<file path="src/hw/rtl/inverse_distance_interpolator_unit_assert.svh">
// assertion macros used by the interpolator sequencer
// no dependencies; included by idi_ctrl, which checks its own logic
`ifndef INVERSE_DISTANCE_INTERPOLATOR_UNIT_ASSERT_SVH
`define INVERSE_DISTANCE_INTERPOLATOR_UNIT_ASSERT_SVH

// same-cycle implication
`define IDI_ASSERT_NOW(lbl, clk, rstn, ante, cons, msg) \
	lbl: assert property (@(posedge clk) disable iff (!rstn) (ante) |-> (cons)) else $error(msg);

// next-cycle implication
`define IDI_ASSERT_NXT(lbl, clk, rstn, ante, cons, msg) \
	lbl: assert property (@(posedge clk) disable iff (!rstn) (ante) |=> (cons)) else $error(msg);

`endif

</file>
<file path="src/hw/rtl/idi_pkg.sv">
// types and constants of the inverse distance interpolator
// no dependencies; imported by every module of the block
package idi_pkg;

	localparam logic        OP_WRITE = 1'b0;
	localparam logic        OP_QUERY = 1'b1;

	localparam logic [1:0]  SRC_EMPTY    = 2'd0;
	localparam logic [1:0]  SRC_SINGLE   = 2'd1;
	localparam logic [1:0]  SRC_EXACT    = 2'd2;
	localparam logic [1:0]  SRC_WEIGHTED = 2'd3;

	localparam logic [15:0] UNITY_FACTOR = 16'd4096;

	localparam int DIST_W = 24;
	localparam int WGT_W  = 33;

	typedef struct packed {
		logic signed [10:0] process;
		logic [10:0]        voltage;
		logic signed [8:0]  temperature;
		logic [15:0]        factor;
	} point_t;

	typedef struct packed {
		logic       write_en;
		logic       start_query;
		logic       sq_en;
		logic       sum_en;
		logic       div_start;
		logic       div_final;
		logic       mul_en;
		logic       acc_en;
		logic       ptr_inc;
		logic       set_src;
		logic [1:0] src;
		logic       out_load;
	} cmd_t;

	typedef struct packed {
		logic count_zero;
		logic count_one;
		logic last_entry;
		logic dist_zero;
		logic div_busy;
		logic out_free;
	} sts_t;

endpackage

</file>
<file path="src/hw/rtl/idi_div.sv">
// shared restoring divider, one quotient bit per cycle
// depends on idi_pkg
module idi_div import idi_pkg::*; #(
	parameter int DVD_W = 53,
	parameter int DVS_W = 37,
	parameter int CNT_W = 6
) (
	input  logic             clk,
	input  logic             arst_n,
	input  logic             start,
	input  logic [DVD_W-1:0] dividend,
	input  logic [CNT_W-1:0] nbits,
	input  logic [DVS_W-1:0] divisor,
	output logic [DVD_W-1:0] quotient,
	output logic             busy
);

	logic [DVD_W-1:0] dq_q;
	logic [DVS_W-1:0] rem_q;
	logic [DVS_W-1:0] dvs_q;
	logic [CNT_W-1:0] cnt_q;
	logic             busy_q;
	logic [DVS_W:0]   shifted;
	logic             fits;

	assign shifted = {rem_q, dq_q[DVD_W-1]};
	assign fits    = shifted >= {1'b0, dvs_q};

	always_ff @(posedge clk or negedge arst_n) begin
		if (!arst_n) begin
			busy_q <= 1'b0;
			cnt_q  <= '0;
		end else if (start) begin
			busy_q <= 1'b1;
			cnt_q  <= nbits;
		end else if (busy_q) begin
			cnt_q <= cnt_q - 1'b1;
			if (cnt_q == CNT_W'(1))
				busy_q <= 1'b0;
		end
	end

	always_ff @(posedge clk) begin
		if (start) begin
			dq_q  <= dividend;
			rem_q <= '0;
			dvs_q <= divisor;
		end else if (busy_q) begin
			dq_q  <= {dq_q[DVD_W-2:0], fits};
			rem_q <= fits ? DVS_W'(shifted - {1'b0, dvs_q}) : shifted[DVS_W-1:0];
		end
	end

	assign quotient = dq_q;
	assign busy     = busy_q;

endmodule

</file>
<file path="src/hw/rtl/idi_datapath.sv">
// point table, distance, weight and accumulation datapath
// depends on idi_pkg and idi_div
module idi_datapath import idi_pkg::*; #(
	parameter int TABLE_DEPTH = 16
) (
	input  logic                      clk,
	input  logic                      arst_n,
	input  cmd_t                      cmd,
	output sts_t                      sts,
	input  logic [3:0]                entry_index,
	input  logic signed [10:0]        process_hundredths,
	input  logic [10:0]               voltage_mv,
	input  logic signed [8:0]         temp_deg,
	input  logic [15:0]               delay_scale,
	input  logic                      cfg_write,
	input  logic [4:0]                entries_in_use,
	output logic                      out_valid,
	input  logic                      out_stall,
	output logic [15:0]               factor_out,
	output logic [1:0]                source
);

	localparam int IDX_W = (TABLE_DEPTH > 1) ? $clog2(TABLE_DEPTH) : 1;
	localparam int CW    = $clog2(TABLE_DEPTH + 1);
	localparam int AW    = (IDX_W > 4) ? IDX_W : 4;
	localparam int DEN_W = WGT_W + $clog2(TABLE_DEPTH);
	localparam int NUM_W = DEN_W + 16;
	localparam int DC_W  = $clog2(NUM_W + 1);

	point_t mem [TABLE_DEPTH];
	point_t rd_q;

	logic [4:0]           entries_q;
	logic [CW-1:0]        count;
	logic [IDX_W-1:0]     ptr_q;
	logic [AW-1:0]        wa;

	logic signed [10:0]   qp_q;
	logic [10:0]          qv_q;
	logic signed [8:0]    qt_q;

	logic signed [11:0]   dp;
	logic signed [11:0]   dv;
	logic signed [9:0]    dt;
	logic signed [23:0]   pp;
	logic signed [23:0]   vv;
	logic signed [19:0]   tt;
	logic [21:0]          sqp_s1;
	logic [21:0]          sqv_s1;
	logic [17:0]          sqt_s1;
	logic [DIST_W-1:0]    dist_s2;

	logic [WGT_W+15:0]    prod_q;
	logic [NUM_W-1:0]     num_q;
	logic [DEN_W-1:0]     den_q;

	logic [NUM_W-1:0]     dvd;
	logic [DEN_W-1:0]     dvs;
	logic [DC_W-1:0]      nbits;
	logic [NUM_W-1:0]     quot;
	logic                 div_busy;

	logic [1:0]           src_q;
	logic                 out_valid_q;
	logic [15:0]          factor_q;
	logic [1:0]           source_q;
	logic [15:0]          res;

	assign wa    = AW'(entry_index);
	assign count = (int'(entries_q) > TABLE_DEPTH) ? CW'(TABLE_DEPTH) : CW'(entries_q);

	always_ff @(posedge clk or negedge arst_n) begin
		if (!arst_n)
			entries_q <= '0;
		else if (cfg_write)
			entries_q <= entries_in_use;
	end

	always_ff @(posedge clk) begin
		if (cmd.write_en && (int'(entry_index) < TABLE_DEPTH))
			mem[wa[IDX_W-1:0]] <= '{process_hundredths, voltage_mv, temp_deg,
				delay_scale};
		rd_q <= mem[ptr_q];
	end

	always_ff @(posedge clk or negedge arst_n) begin
		if (!arst_n)
			ptr_q <= '0;
		else if (cmd.start_query)
			ptr_q <= '0;
		else if (cmd.ptr_inc)
			ptr_q <= ptr_q + 1'b1;
	end

	assign dp = {qp_q[10], qp_q} - {rd_q.process[10], rd_q.process};
	assign dv = {1'b0, qv_q} - {1'b0, rd_q.voltage};
	assign dt = {qt_q[8], qt_q} - {rd_q.temperature[8], rd_q.temperature};
	assign pp = 24'(dp) * 24'(dp);
	assign vv = 24'(dv) * 24'(dv);
	assign tt = 20'(dt) * 20'(dt);

	always_ff @(posedge clk) begin
		if (cmd.start_query) begin
			qp_q <= process_hundredths;
			qv_q <= voltage_mv;
			qt_q <= temp_deg;
		end
		if (cmd.sq_en) begin
			sqp_s1 <= pp[21:0];
			sqv_s1 <= vv[21:0];
			sqt_s1 <= tt[17:0];
		end
		if (cmd.sum_en)
			dist_s2 <= DIST_W'(sqp_s1) + DIST_W'(sqv_s1) + DIST_W'(sqt_s1);
		if (cmd.mul_en)
			prod_q <= quot[WGT_W-1:0] * rd_q.factor;
		if (cmd.start_query) begin
			num_q <= '0;
			den_q <= '0;
		end else if (cmd.acc_en) begin
			num_q <= num_q + NUM_W'(prod_q);
			den_q <= den_q + DEN_W'(quot[WGT_W-1:0]);
		end
	end

	assign dvd   = cmd.div_final ? num_q : {1'b1, {(NUM_W-1){1'b0}}};
	assign dvs   = cmd.div_final ? den_q : DEN_W'(dist_s2);
	assign nbits = cmd.div_final ? DC_W'(NUM_W) : DC_W'(WGT_W);

	idi_div #(
		.DVD_W(NUM_W),
		.DVS_W(DEN_W),
		.CNT_W(DC_W)
	) u_div (
		.clk     (clk),
		.arst_n  (arst_n),
		.start   (cmd.div_start),
		.dividend(dvd),
		.nbits   (nbits),
		.divisor (dvs),
		.quotient(quot),
		.busy    (div_busy)
	);

	always_ff @(posedge clk) begin
		if (cmd.set_src)
			src_q <= cmd.src;
	end

	always_comb begin
		unique case (src_q)
			SRC_EMPTY:              res = UNITY_FACTOR;
			SRC_SINGLE, SRC_EXACT:  res = rd_q.factor;
			SRC_WEIGHTED:           res = (den_q != '0) ? quot[15:0] : UNITY_FACTOR;
			default:                res = UNITY_FACTOR;
		endcase
	end

	always_ff @(posedge clk or negedge arst_n) begin
		if (!arst_n)
			out_valid_q <= 1'b0;
		else if (cmd.out_load)
			out_valid_q <= 1'b1;
		else if (!out_stall)
			out_valid_q <= 1'b0;
	end

	always_ff @(posedge clk) begin
		if (cmd.out_load) begin
			factor_q <= res;
			source_q <= src_q;
		end
	end

	assign out_valid  = out_valid_q;
	assign factor_out = factor_q;
	assign source     = source_q;

	assign sts.count_zero = (count == '0);
	assign sts.count_one  = (count == CW'(1));
	assign sts.last_entry = ((CW'(ptr_q) + CW'(1)) == count);
	assign sts.dist_zero  = (dist_s2 == '0);
	assign sts.div_busy   = div_busy;
	assign sts.out_free   = !out_valid_q || !out_stall;

endmodule

</file>
<file path="src/hw/rtl/idi_ctrl.sv">
// sequencer of the interpolator: accepts words, steps through table entries
// depends on idi_pkg and the assertion macro header
`include "inverse_distance_interpolator_unit_assert.svh"
module idi_ctrl import idi_pkg::*; (
	input  logic clk,
	input  logic arst_n,
	input  logic in_valid,
	input  logic op,
	output logic in_stall,
	input  sts_t sts,
	output cmd_t cmd
);

	typedef enum logic [10:0] {
		S_IDLE  = 11'b00000000001,
		S_RD    = 11'b00000000010,
		S_SQ    = 11'b00000000100,
		S_SUM   = 11'b00000001000,
		S_CHK   = 11'b00000010000,
		S_WDIV  = 11'b00000100000,
		S_MUL   = 11'b00001000000,
		S_ACC   = 11'b00010000000,
		S_FDIV  = 11'b00100000000,
		S_FWAIT = 11'b01000000000,
		S_DONE  = 11'b10000000000
	} state_t;

	state_t state_q;
	state_t state_d;
	logic   accept;

	assign in_stall = (state_q != S_IDLE);
	assign accept   = in_valid && !in_stall;

	always_comb begin
		state_d = state_q;
		cmd     = '0;
		unique case (state_q)
			S_IDLE: begin
				if (accept && op == OP_WRITE)
					cmd.write_en = 1'b1;
				if (accept && op == OP_QUERY) begin
					cmd.start_query = 1'b1;
					if (sts.count_zero) begin
						cmd.set_src = 1'b1;
						cmd.src     = SRC_EMPTY;
						state_d     = S_DONE;
					end else
						state_d = S_RD;
				end
			end
			S_RD: state_d = S_SQ;
			S_SQ: begin
				if (sts.count_one) begin
					cmd.set_src = 1'b1;
					cmd.src     = SRC_SINGLE;
					state_d     = S_DONE;
				end else begin
					cmd.sq_en = 1'b1;
					state_d   = S_SUM;
				end
			end
			S_SUM: begin
				cmd.sum_en = 1'b1;
				state_d    = S_CHK;
			end
			S_CHK: begin
				if (sts.dist_zero) begin
					cmd.set_src = 1'b1;
					cmd.src     = SRC_EXACT;
					state_d     = S_DONE;
				end else begin
					cmd.div_start = 1'b1;
					state_d       = S_WDIV;
				end
			end
			S_WDIV: begin
				if (!sts.div_busy)
					state_d = S_MUL;
			end
			S_MUL: begin
				cmd.mul_en = 1'b1;
				state_d    = S_ACC;
			end
			S_ACC: begin
				cmd.acc_en = 1'b1;
				if (sts.last_entry)
					state_d = S_FDIV;
				else begin
					cmd.ptr_inc = 1'b1;
					state_d     = S_RD;
				end
			end
			S_FDIV: begin
				cmd.div_start = 1'b1;
				cmd.div_final = 1'b1;
				state_d       = S_FWAIT;
			end
			S_FWAIT: begin
				if (!sts.div_busy) begin
					cmd.set_src = 1'b1;
					cmd.src     = SRC_WEIGHTED;
					state_d     = S_DONE;
				end
			end
			S_DONE: begin
				if (sts.out_free) begin
					cmd.out_load = 1'b1;
					state_d      = S_IDLE;
				end
			end
			default: state_d = S_IDLE;
		endcase
	end

	always_ff @(posedge clk or negedge arst_n) begin
		if (!arst_n)
			state_q <= S_IDLE;
		else
			state_q <= state_d;
	end

	`IDI_ASSERT_NOW(a_div_start_idle, clk, arst_n, cmd.div_start, !sts.div_busy,
		"divider started while busy")
	`IDI_ASSERT_NXT(a_div_runs, clk, arst_n, cmd.div_start, sts.div_busy,
		"divider did not start")
	`IDI_ASSERT_NOW(a_out_load_free, clk, arst_n, cmd.out_load, sts.out_free,
		"result overwrote a waiting word")
	`IDI_ASSERT_NXT(a_acc_next, clk, arst_n, cmd.ptr_inc, state_q == S_RD,
		"entry step lost")

endmodule

</file>
<file path="src/hw/rtl/inverse_distance_interpolator_unit.sv">
// top level of the inverse distance interpolator
// depends on idi_pkg, idi_ctrl, idi_datapath and idi_div
//
// channel   handshake              payload
// in        in_valid / in_stall    op, entry_index, process_hundredths, voltage_mv,
//                                  temp_deg, delay_scale
// out       out_valid / out_stall  factor_out, source
// cfg       cfg_valid / cfg_ready  entries_in_use
//
// a write is done in S_IDLE; an empty query goes to S_DONE, a one-entry query via S_RD, S_SQ
// a weighted query runs the shared bit-serial divider once per entry for its weight
// and once for the final divide, and ends early on an exact match
// reset clears the sequencer, entry count and output valid; the table is not cleared
// a result waits in the output register while stalled; the next word is taken meanwhile
module inverse_distance_interpolator_unit import idi_pkg::*; #(
	parameter int TABLE_DEPTH = 16
) (
	input  logic               clk,
	input  logic               arst_n,
	input  logic               in_valid,
	output logic               in_stall,
	input  logic               op,
	input  logic [3:0]         entry_index,
	input  logic signed [10:0] process_hundredths,
	input  logic [10:0]        voltage_mv,
	input  logic signed [8:0]  temp_deg,
	input  logic [15:0]        delay_scale,
	output logic               out_valid,
	input  logic               out_stall,
	output logic [15:0]        factor_out,
	output logic [1:0]         source,
	input  logic               cfg_valid,
	output logic               cfg_ready,
	input  logic [4:0]         entries_in_use
);

	cmd_t cmd;
	sts_t sts;

	assign cfg_ready = 1'b1;

	idi_ctrl u_ctrl (
		.clk     (clk),
		.arst_n  (arst_n),
		.in_valid(in_valid),
		.op      (op),
		.in_stall(in_stall),
		.sts     (sts),
		.cmd     (cmd)
	);

	idi_datapath #(
		.TABLE_DEPTH(TABLE_DEPTH)
	) u_dp (
		.clk               (clk),
		.arst_n            (arst_n),
		.cmd               (cmd),
		.sts               (sts),
		.entry_index       (entry_index),
		.process_hundredths(process_hundredths),
		.voltage_mv        (voltage_mv),
		.temp_deg          (temp_deg),
		.delay_scale       (delay_scale),
		.cfg_write         (cfg_valid && cfg_ready),
		.entries_in_use    (entries_in_use),
		.out_valid         (out_valid),
		.out_stall         (out_stall),
		.factor_out        (factor_out),
		.source            (source)
	);

endmodule

</file>
<file path="config.mk">
export PLATFORM = sky130hd
export DESIGN_NAME = inverse_distance_interpolator_unit
export DESIGN_NICKNAME = d
export VERILOG_FILES = /design/src/hw/rtl/idi_pkg.sv /design/src/hw/rtl/idi_div.sv /design/src/hw/rtl/idi_datapath.sv /design/src/hw/rtl/idi_ctrl.sv /design/src/hw/rtl/inverse_distance_interpolator_unit.sv
export VERILOG_INCLUDE_DIRS = /design/src /design/src/hw/rtl
export SDC_FILE = /design/constraint.sdc
export NUM_CORES = 2
export LEC_CHECK = 0
export CAP_MARGIN = 20
export CORE_MARGIN = 2
export CORE_UTILIZATION = 55
export DETAILED_ROUTE_END_ITERATION = 6
export DONT_BUFFER_PORTS = 1
export PLACE_DENSITY_LB_ADDON = 0.3
export SKIP_LAST_GASP = 1
export SYNTH_ARGS = -nofsm -noshare
export SYNTH_HDL_FRONTEND = slang
export SYNTH_HIERARCHICAL = 1
export SYNTH_SLANG_ARGS = --single-unit
</file>
<file path="constraint.sdc">
create_clock -name clk -period 14.31 [get_ports clk]
set_input_delay 0 -clock clk [delete_from_list [all_inputs] [get_ports clk]]
set_output_delay 0 -clock clk [all_outputs]
set_load 0.005 [all_outputs]
</file>
Word level (Yosys, flattened, before mapping)
Memory sizes are Yosys's and may differ from the RTL's. A register that Yosys moved wholly into a read port is not among the register bits.
Index checks and enable logic that the tools add are counted.
W data, S select, Z words.
- bits in registers: 431
- bits in writable memories: 752
- input port bits: 62
- output and inout bits: 21
- logic and storage cells: 129
- memories: 1
- memories (memory ; depth ; width ; read ports ; clocked after memory_dff ; write ports ; RTL line ; text):
    u_dp.mem ; 16 ; 47 ; 1 ; 1 ; 1 ; idi_datapath.sv:30 ; point_t mem [TABLE_DEPTH];
- add/sub/neg operators: 11
- $mul: 4
- $lt $le $gt $ge: 2
- equal/unequal tests: 23
- muxes and demuxes: 49
- bitwise logic cells: 1
- reductions and logical operators: 15
- operator list (operator ; count):
    $mux W53 ; 3
    $pmux W11 S11 ; 1
    $mux W11 ; 7
    $add A53 B49 Y53 ; 1
    $mul A33 B16 Y49 ; 1
    $pmux W16 S3 ; 1
    $mul A12 B12 Y22 ; 2
    $ge A38 B37 Y1 ; 1
    $add A37 B33 Y37 ; 1
    $mux W37 ; 1
    $reduce_bool A37 Y1 ; 1
    $sub A37 B37 Y37 ; 1
    $add A24 B18 Y24 ; 1
    $logic_not A24 Y1 ; 1
    $mux W24 ; 1
    $sub A11 B11 Y12 ; 2
    $add A22 B22 Y23 ; 1
    $mul A10 B10 Y18 ; 1
    $mux W1 ; 18
    $mux W16 ; 1
    $mux W3 ; 5
    $mux W6 ; 2
    $pmux W3 S4 ; 1
    $eq A11 B1 Y1 const B ; 1
    other kinds (37) ; 49

Longest topological paths before layout
- depth after elaboration: 8
- depth in mapped cells: 32

Modules after synthesis
The synthesis kept the hierarchy.
- modules (own cells, without submodules) (module ; times used ; cells an instance ; area an instance (um^2) ; seq. area each (um^2)):
    idi_datapath ; 1 ; 6425 ; 75303.5 ; 31069.8
    idi_div ; 1 ; 763 ; 7892.6 ; 3618.5
    idi_ctrl ; 1 ; 92 ; 799.5 ; 276.5
    inverse_distance_interpolator_unit ; 1 ; 2 ; 11.3 ; 0.0

Least setup slack after synthesis
Ideal clock, no wire load.
- path type: flip-flop to flip-flop
- start: register u_ctrl.state_q[5]
- end: register u_dp.sqp_s1[0] (enable)
- library setup time: 643 ps
- arrival time: 7250 ps
- data required time: 13667 ps
- setup slack: 6417 ps
- stages on the path, launching flop included: 5
- clock period less this slack: 7893 ps
- path through: dfrtp_1 buf_6 or4_1 clkbuf_1 nor4b_1
- RTL lines (what ; RTL line ; text):
    from (decl) ; idi_ctrl.sv:28 ; state_t state_q;
    from (signal assigned) ; idi_ctrl.sv:120 ; state_q <= state_d;
    to (signal assigned) ; idi_datapath.sv:109 ; sqp_s1 <= pp[21:0];
    to (decl) ; idi_datapath.sv:48 ; logic [21:0] sqp_s1;

Worst setup path in the final report
- start: register u_dp.qp_q[0]
- end: register u_dp.sqp_s1[21] (data pin)
- word-level cells in the longest chain between the ends: 2
- RTL lines (what ; RTL line ; text):
    from (decl) ; idi_datapath.sv:38 ; logic signed [10:0] qp_q;
    from (signal assigned) ; idi_datapath.sv:104 ; qp_q <= process_hundredths;
    $sub A11 B11 Y12 ; idi_datapath.sv:95 ; assign dp = {qp_q[10], qp_q} - {rd_q.process[10], rd_q.process};
    $mul A12 B12 Y22 ; idi_datapath.sv:98 ; assign pp = 24'(dp) * 24'(dp);
    named net u_dp.pp[21] ; idi_datapath.sv:45 ; logic signed [23:0] pp;
The timed path passes the listed nets, and every way through them passes these cells.
A chain may end at the register's enable or synchronous reset.

==> flow_metrics.tcl <==
set metrics [dict create \
    clock_sink_count 1227 \
    area_delta_synth_final_pct 9.08 \
    synth-edff-count 1025 \
    setup_viol 0 \
    cts_setup_buffers 0 \
    finalClockSkew_ns 0.0739 \
    detailedRoute.firstIterationViolations 4594 \
    clock_tree.root_cell "sky130_fd_sc_hd__clkbuf_16" \
    critPathMaxFanout 9 \
    place.gp.congestion 0.917 \
    grt_pass1_vias 56800 \
    synthDistinctLibCells 111 \
    port_buffers 0 \
    first_pass_iters 6 \
    finalHoldWorstSlack_ns 0.0709 \
    synth_async_sr_flop_share 0.0228 \
    die_height_um 395 \
    cpMaxStageDelayCell "sky130_fd_sc_hd__a211oi_2" \
    maxClockFrequency_ghz 0.125 \
    setup_slack_ns 6.33 \
    grt_setup_unrepaired "false" \
    rr_endpoint "u_dp/sqp_s1[21]" \
    worst_path_largest_cell_delay_ns 0.70 \
    min_from "entry_index[2]" \
    yosys_warnings 6 \
    initial_antenna_violation_count 11 \
    tightestPinTransition_ns 1.14 \
    most-common-layout-cells "sky130_fd_sc_hd__inv_1 (1,053), sky130_fd_sc_hd__edfxtp_1 (1,025), sky130_fd_sc_hd__fa_1 (754)" \
    critical_path.startpoint_type "flip-flop" \
    finalHoldViolations 0 \
    path_buf_inv 5 \
    synth.ff_latch_count 1227 \
    grt-ovfl-total 0 \
    cts.clk_slew.worst_paths_ns 0.06 \
    final_core_util 0.604 \
    avg_wl_per_cell_um 21.4 \
    cp_data_required_time_ns 14.81 \
    dpl.hpwl_um 136000 \
    r2r-start "u_dp/qp_q[0]" \
    start_util 0.554 \
    global_route_wire_length_before_repair_um 320000 \
    timing.critical_path.to_type "flip-flop" \
    post-route-min-period_ns 7.98 \
    outcome "complete, no violations" \
    drc_errors 0 \
    cts_tree "yes" \
    worstPathArrival_ns 8.48 \
    worstHoldPathCells 3 \
    worst-setup-path-type "reg -> reg" \
    grt_max_degree 113 \
    drive_gt1_frac 0.0892 \
    reg2regPathDepth 27 \
    final_worst_path_period_share 0.558 \
    die-width_um 395 \
    hold_path_class "in -> reg" \
    crit_start "u_dp/qp_q[0]" \
    clk_path_buf_depth 3 \
    slew_viol_final 0 \
    route.antenna.remaining_nets 0 \
    mostFrequentLayoutCell "sky130_fd_sc_hd__inv_1" \
    sequential_share_of_the_synthesized_area 0.416 \
    htreeDepth 4 \
    fp.dieArea_sq_um 156000 \
    setup_tns_ns 0 \
    syn_inst 7282 \
    netlist_area_sq_um 84000 \
    wl_um 202000 \
    critPathTopFamily "adder cells" \
    post-place-ws_ns 6.40 \
    cts.repair.resized 0 \
    cts-buffers-inserted 132 \
    num_rows 143 \
    floorplan.io_pins 83 \
    crit_top_cell "sky130_fd_sc_hd__fa_1" \
    global_route.usage.total 0.262 \
    dr_total_vias 55000 \
    worst_slew_margin_rel 0.238 \
    r2r_setup_slack_ns 6.33 \
    clock_insertion_delay_at_the_later_pin_of_the_skew_report_ns 0.80 \
    cap_viol_max_count 0 \
    postSynth.topFlopCell "sky130_fd_sc_hd__edfxtp_1" \
    holdPathEnd "u_dp/mem[4][8]" \
    avgViaCountPerCell 5.82 \
    final_nets 8544 \
    core_region_area_sq_um 152000 \
    synthesis.area_per_instance_sq_um 11.5 \
]
-- area by class of cell --
| type | count | area (sq um) |
|---|---|---|
| clock inverter | 66 | 960 |
| multi-input combinational | 4701 | 44000 |
| clock buffer | 179 | 3680 |
| fill | 12000 | 60100 |
| tap | 2030 | 2540 |
| timing repair buffer | 162 | 1430 |
| inverter | 1065 | 4000 |
| sequential | 1227 | 35000 |
| antenna | 5 | 12.5 |
-- cells by family (layout without fill, tap and decap cells) --
family | after synthesis | count (layout) | share of synthesized area
AND/OR/NAND/NOR | 1756 | 1756 | 0.0973
XOR/XNOR | 252 | 252 | 0.0264
buffers and inverters | 1359 | 1472 | 0.0617
multiplexers | 414 | 414 | 0.0654
AO/OA/AOI/OAI | 1078 | 1078 | 0.0878
flip-flops | 1227 | 1227 | 0.416
adder cells (fa/ha/maj) | 1193 | 1193 | 0.245
other | 3 | 13 | 0.000134
-- worst max-delay path by stage --
stage | end | slack (ns) | cells past startpoint
global route | u_dp/sqp_s1[21] | 5.87 | 27
finish | u_dp/sqp_s1[21] | 6.33 | 27
global placement | u_dp/sqp_s1[21] | 6.57 | 27
detailed placement | u_dp/sqp_s1[21] | 6.40 | 27
floorplan | u_dp/sqp_s1[0] | 6.42 | 4
CTS | u_dp/sqp_s1[21] | 6.38 | 27
-- per-layer routing --
| metal | share of wire | vias to the layer above | GRT usage |
|---|---|---|---|
| li1 | - | 24900 | - |
| met1 | 0.42 | 27800 | 0.352 |
| met2 | 0.49 | 1877 | 0.438 |
| met3 | 0.066 | 387 | 0.0451 |
| met4 | 0.028 | 6 | 0.0774 |
| met5 | 0.00017 | - | 0 |
-- registers in the layout, indices dropped and copies added, names as in the netlist, 17 cells and up --
name,flops
u_dp/sqp_s1,21
u_dp/sqv_s1,21
u_dp/prod_q,49
u_dp/mem,752
u_dp/den_q,37
u_dp/sqt_s1,17
u_dp/dist_s2,24
u_dp/u_div/rem_q,37
u_dp/u_div/dvs_q,37
u_dp/rd_q,47
u_dp/num_q,53
u_dp/u_div/quotient,53
-- cell usage after synthesis (all sizes together) (34+ instances only) --
library cell | n | area share
o21ai | 235 | 0.014
a22oi | 62 | 0.0055
nor2b | 35 | 0.0026
nor2 | 394 | 0.018
edfxtp | 1025 | 0.37
fa | 754 | 0.18
and2 | 249 | 0.019
a221oi | 52 | 0.0056
nand3 | 60 | 0.0036
clkbuf | 241 | 0.011
a31oi | 35 | 0.0027
a211oi | 48 | 0.0045
dfxtp | 174 | 0.041
mux4 | 94 | 0.025
xor2 | 90 | 0.0094
mux2i | 184 | 0.022
nand2b | 41 | 0.0031
xnor2 | 161 | 0.017
buf | 52 | 0.0032
nor3 | 65 | 0.0039
ha | 439 | 0.065
nand2 | 715 | 0.032
a21o | 86 | 0.0078
a21oi | 270 | 0.016
and3 | 49 | 0.0037
inv | 1057 | 0.047
mux2 | 136 | 0.018
o21a | 34 | 0.0030
-- repair_timing --
action | 4_1_cts | 5_1_grt
endpoints found under the hold margin | 985 | 0
setup endpoints to repair | 0 | 0
hold buffers | 72 | 0
-- through the flow --
stage / area (sq um) / cells
2_1_floorplan: 84000 / 7287
3_3_place_gp: 86200 / 9113
3_5_place_dp: 86200 / 9113
4_1_cts: 91600 / 9430
5_1_grt: 91600 / 9435
6_report: 91600 / 9435
-- worst reg2reg max path, delay by kind of cell (launching register included) --
kind	cells	cell delay [ns]
and+or+nand+nor	2	0.35
xor gates and xnor gates	1	0.11
buffers and inverters	5	0.27
DFF	1	0.32
adders and majority gates	8	3.52
AOI/OAI and AO/OA	11	3.13
Power is not shown: default switching activity piles up to over one toggle a cycle in this logic, so the estimate is an artifact.
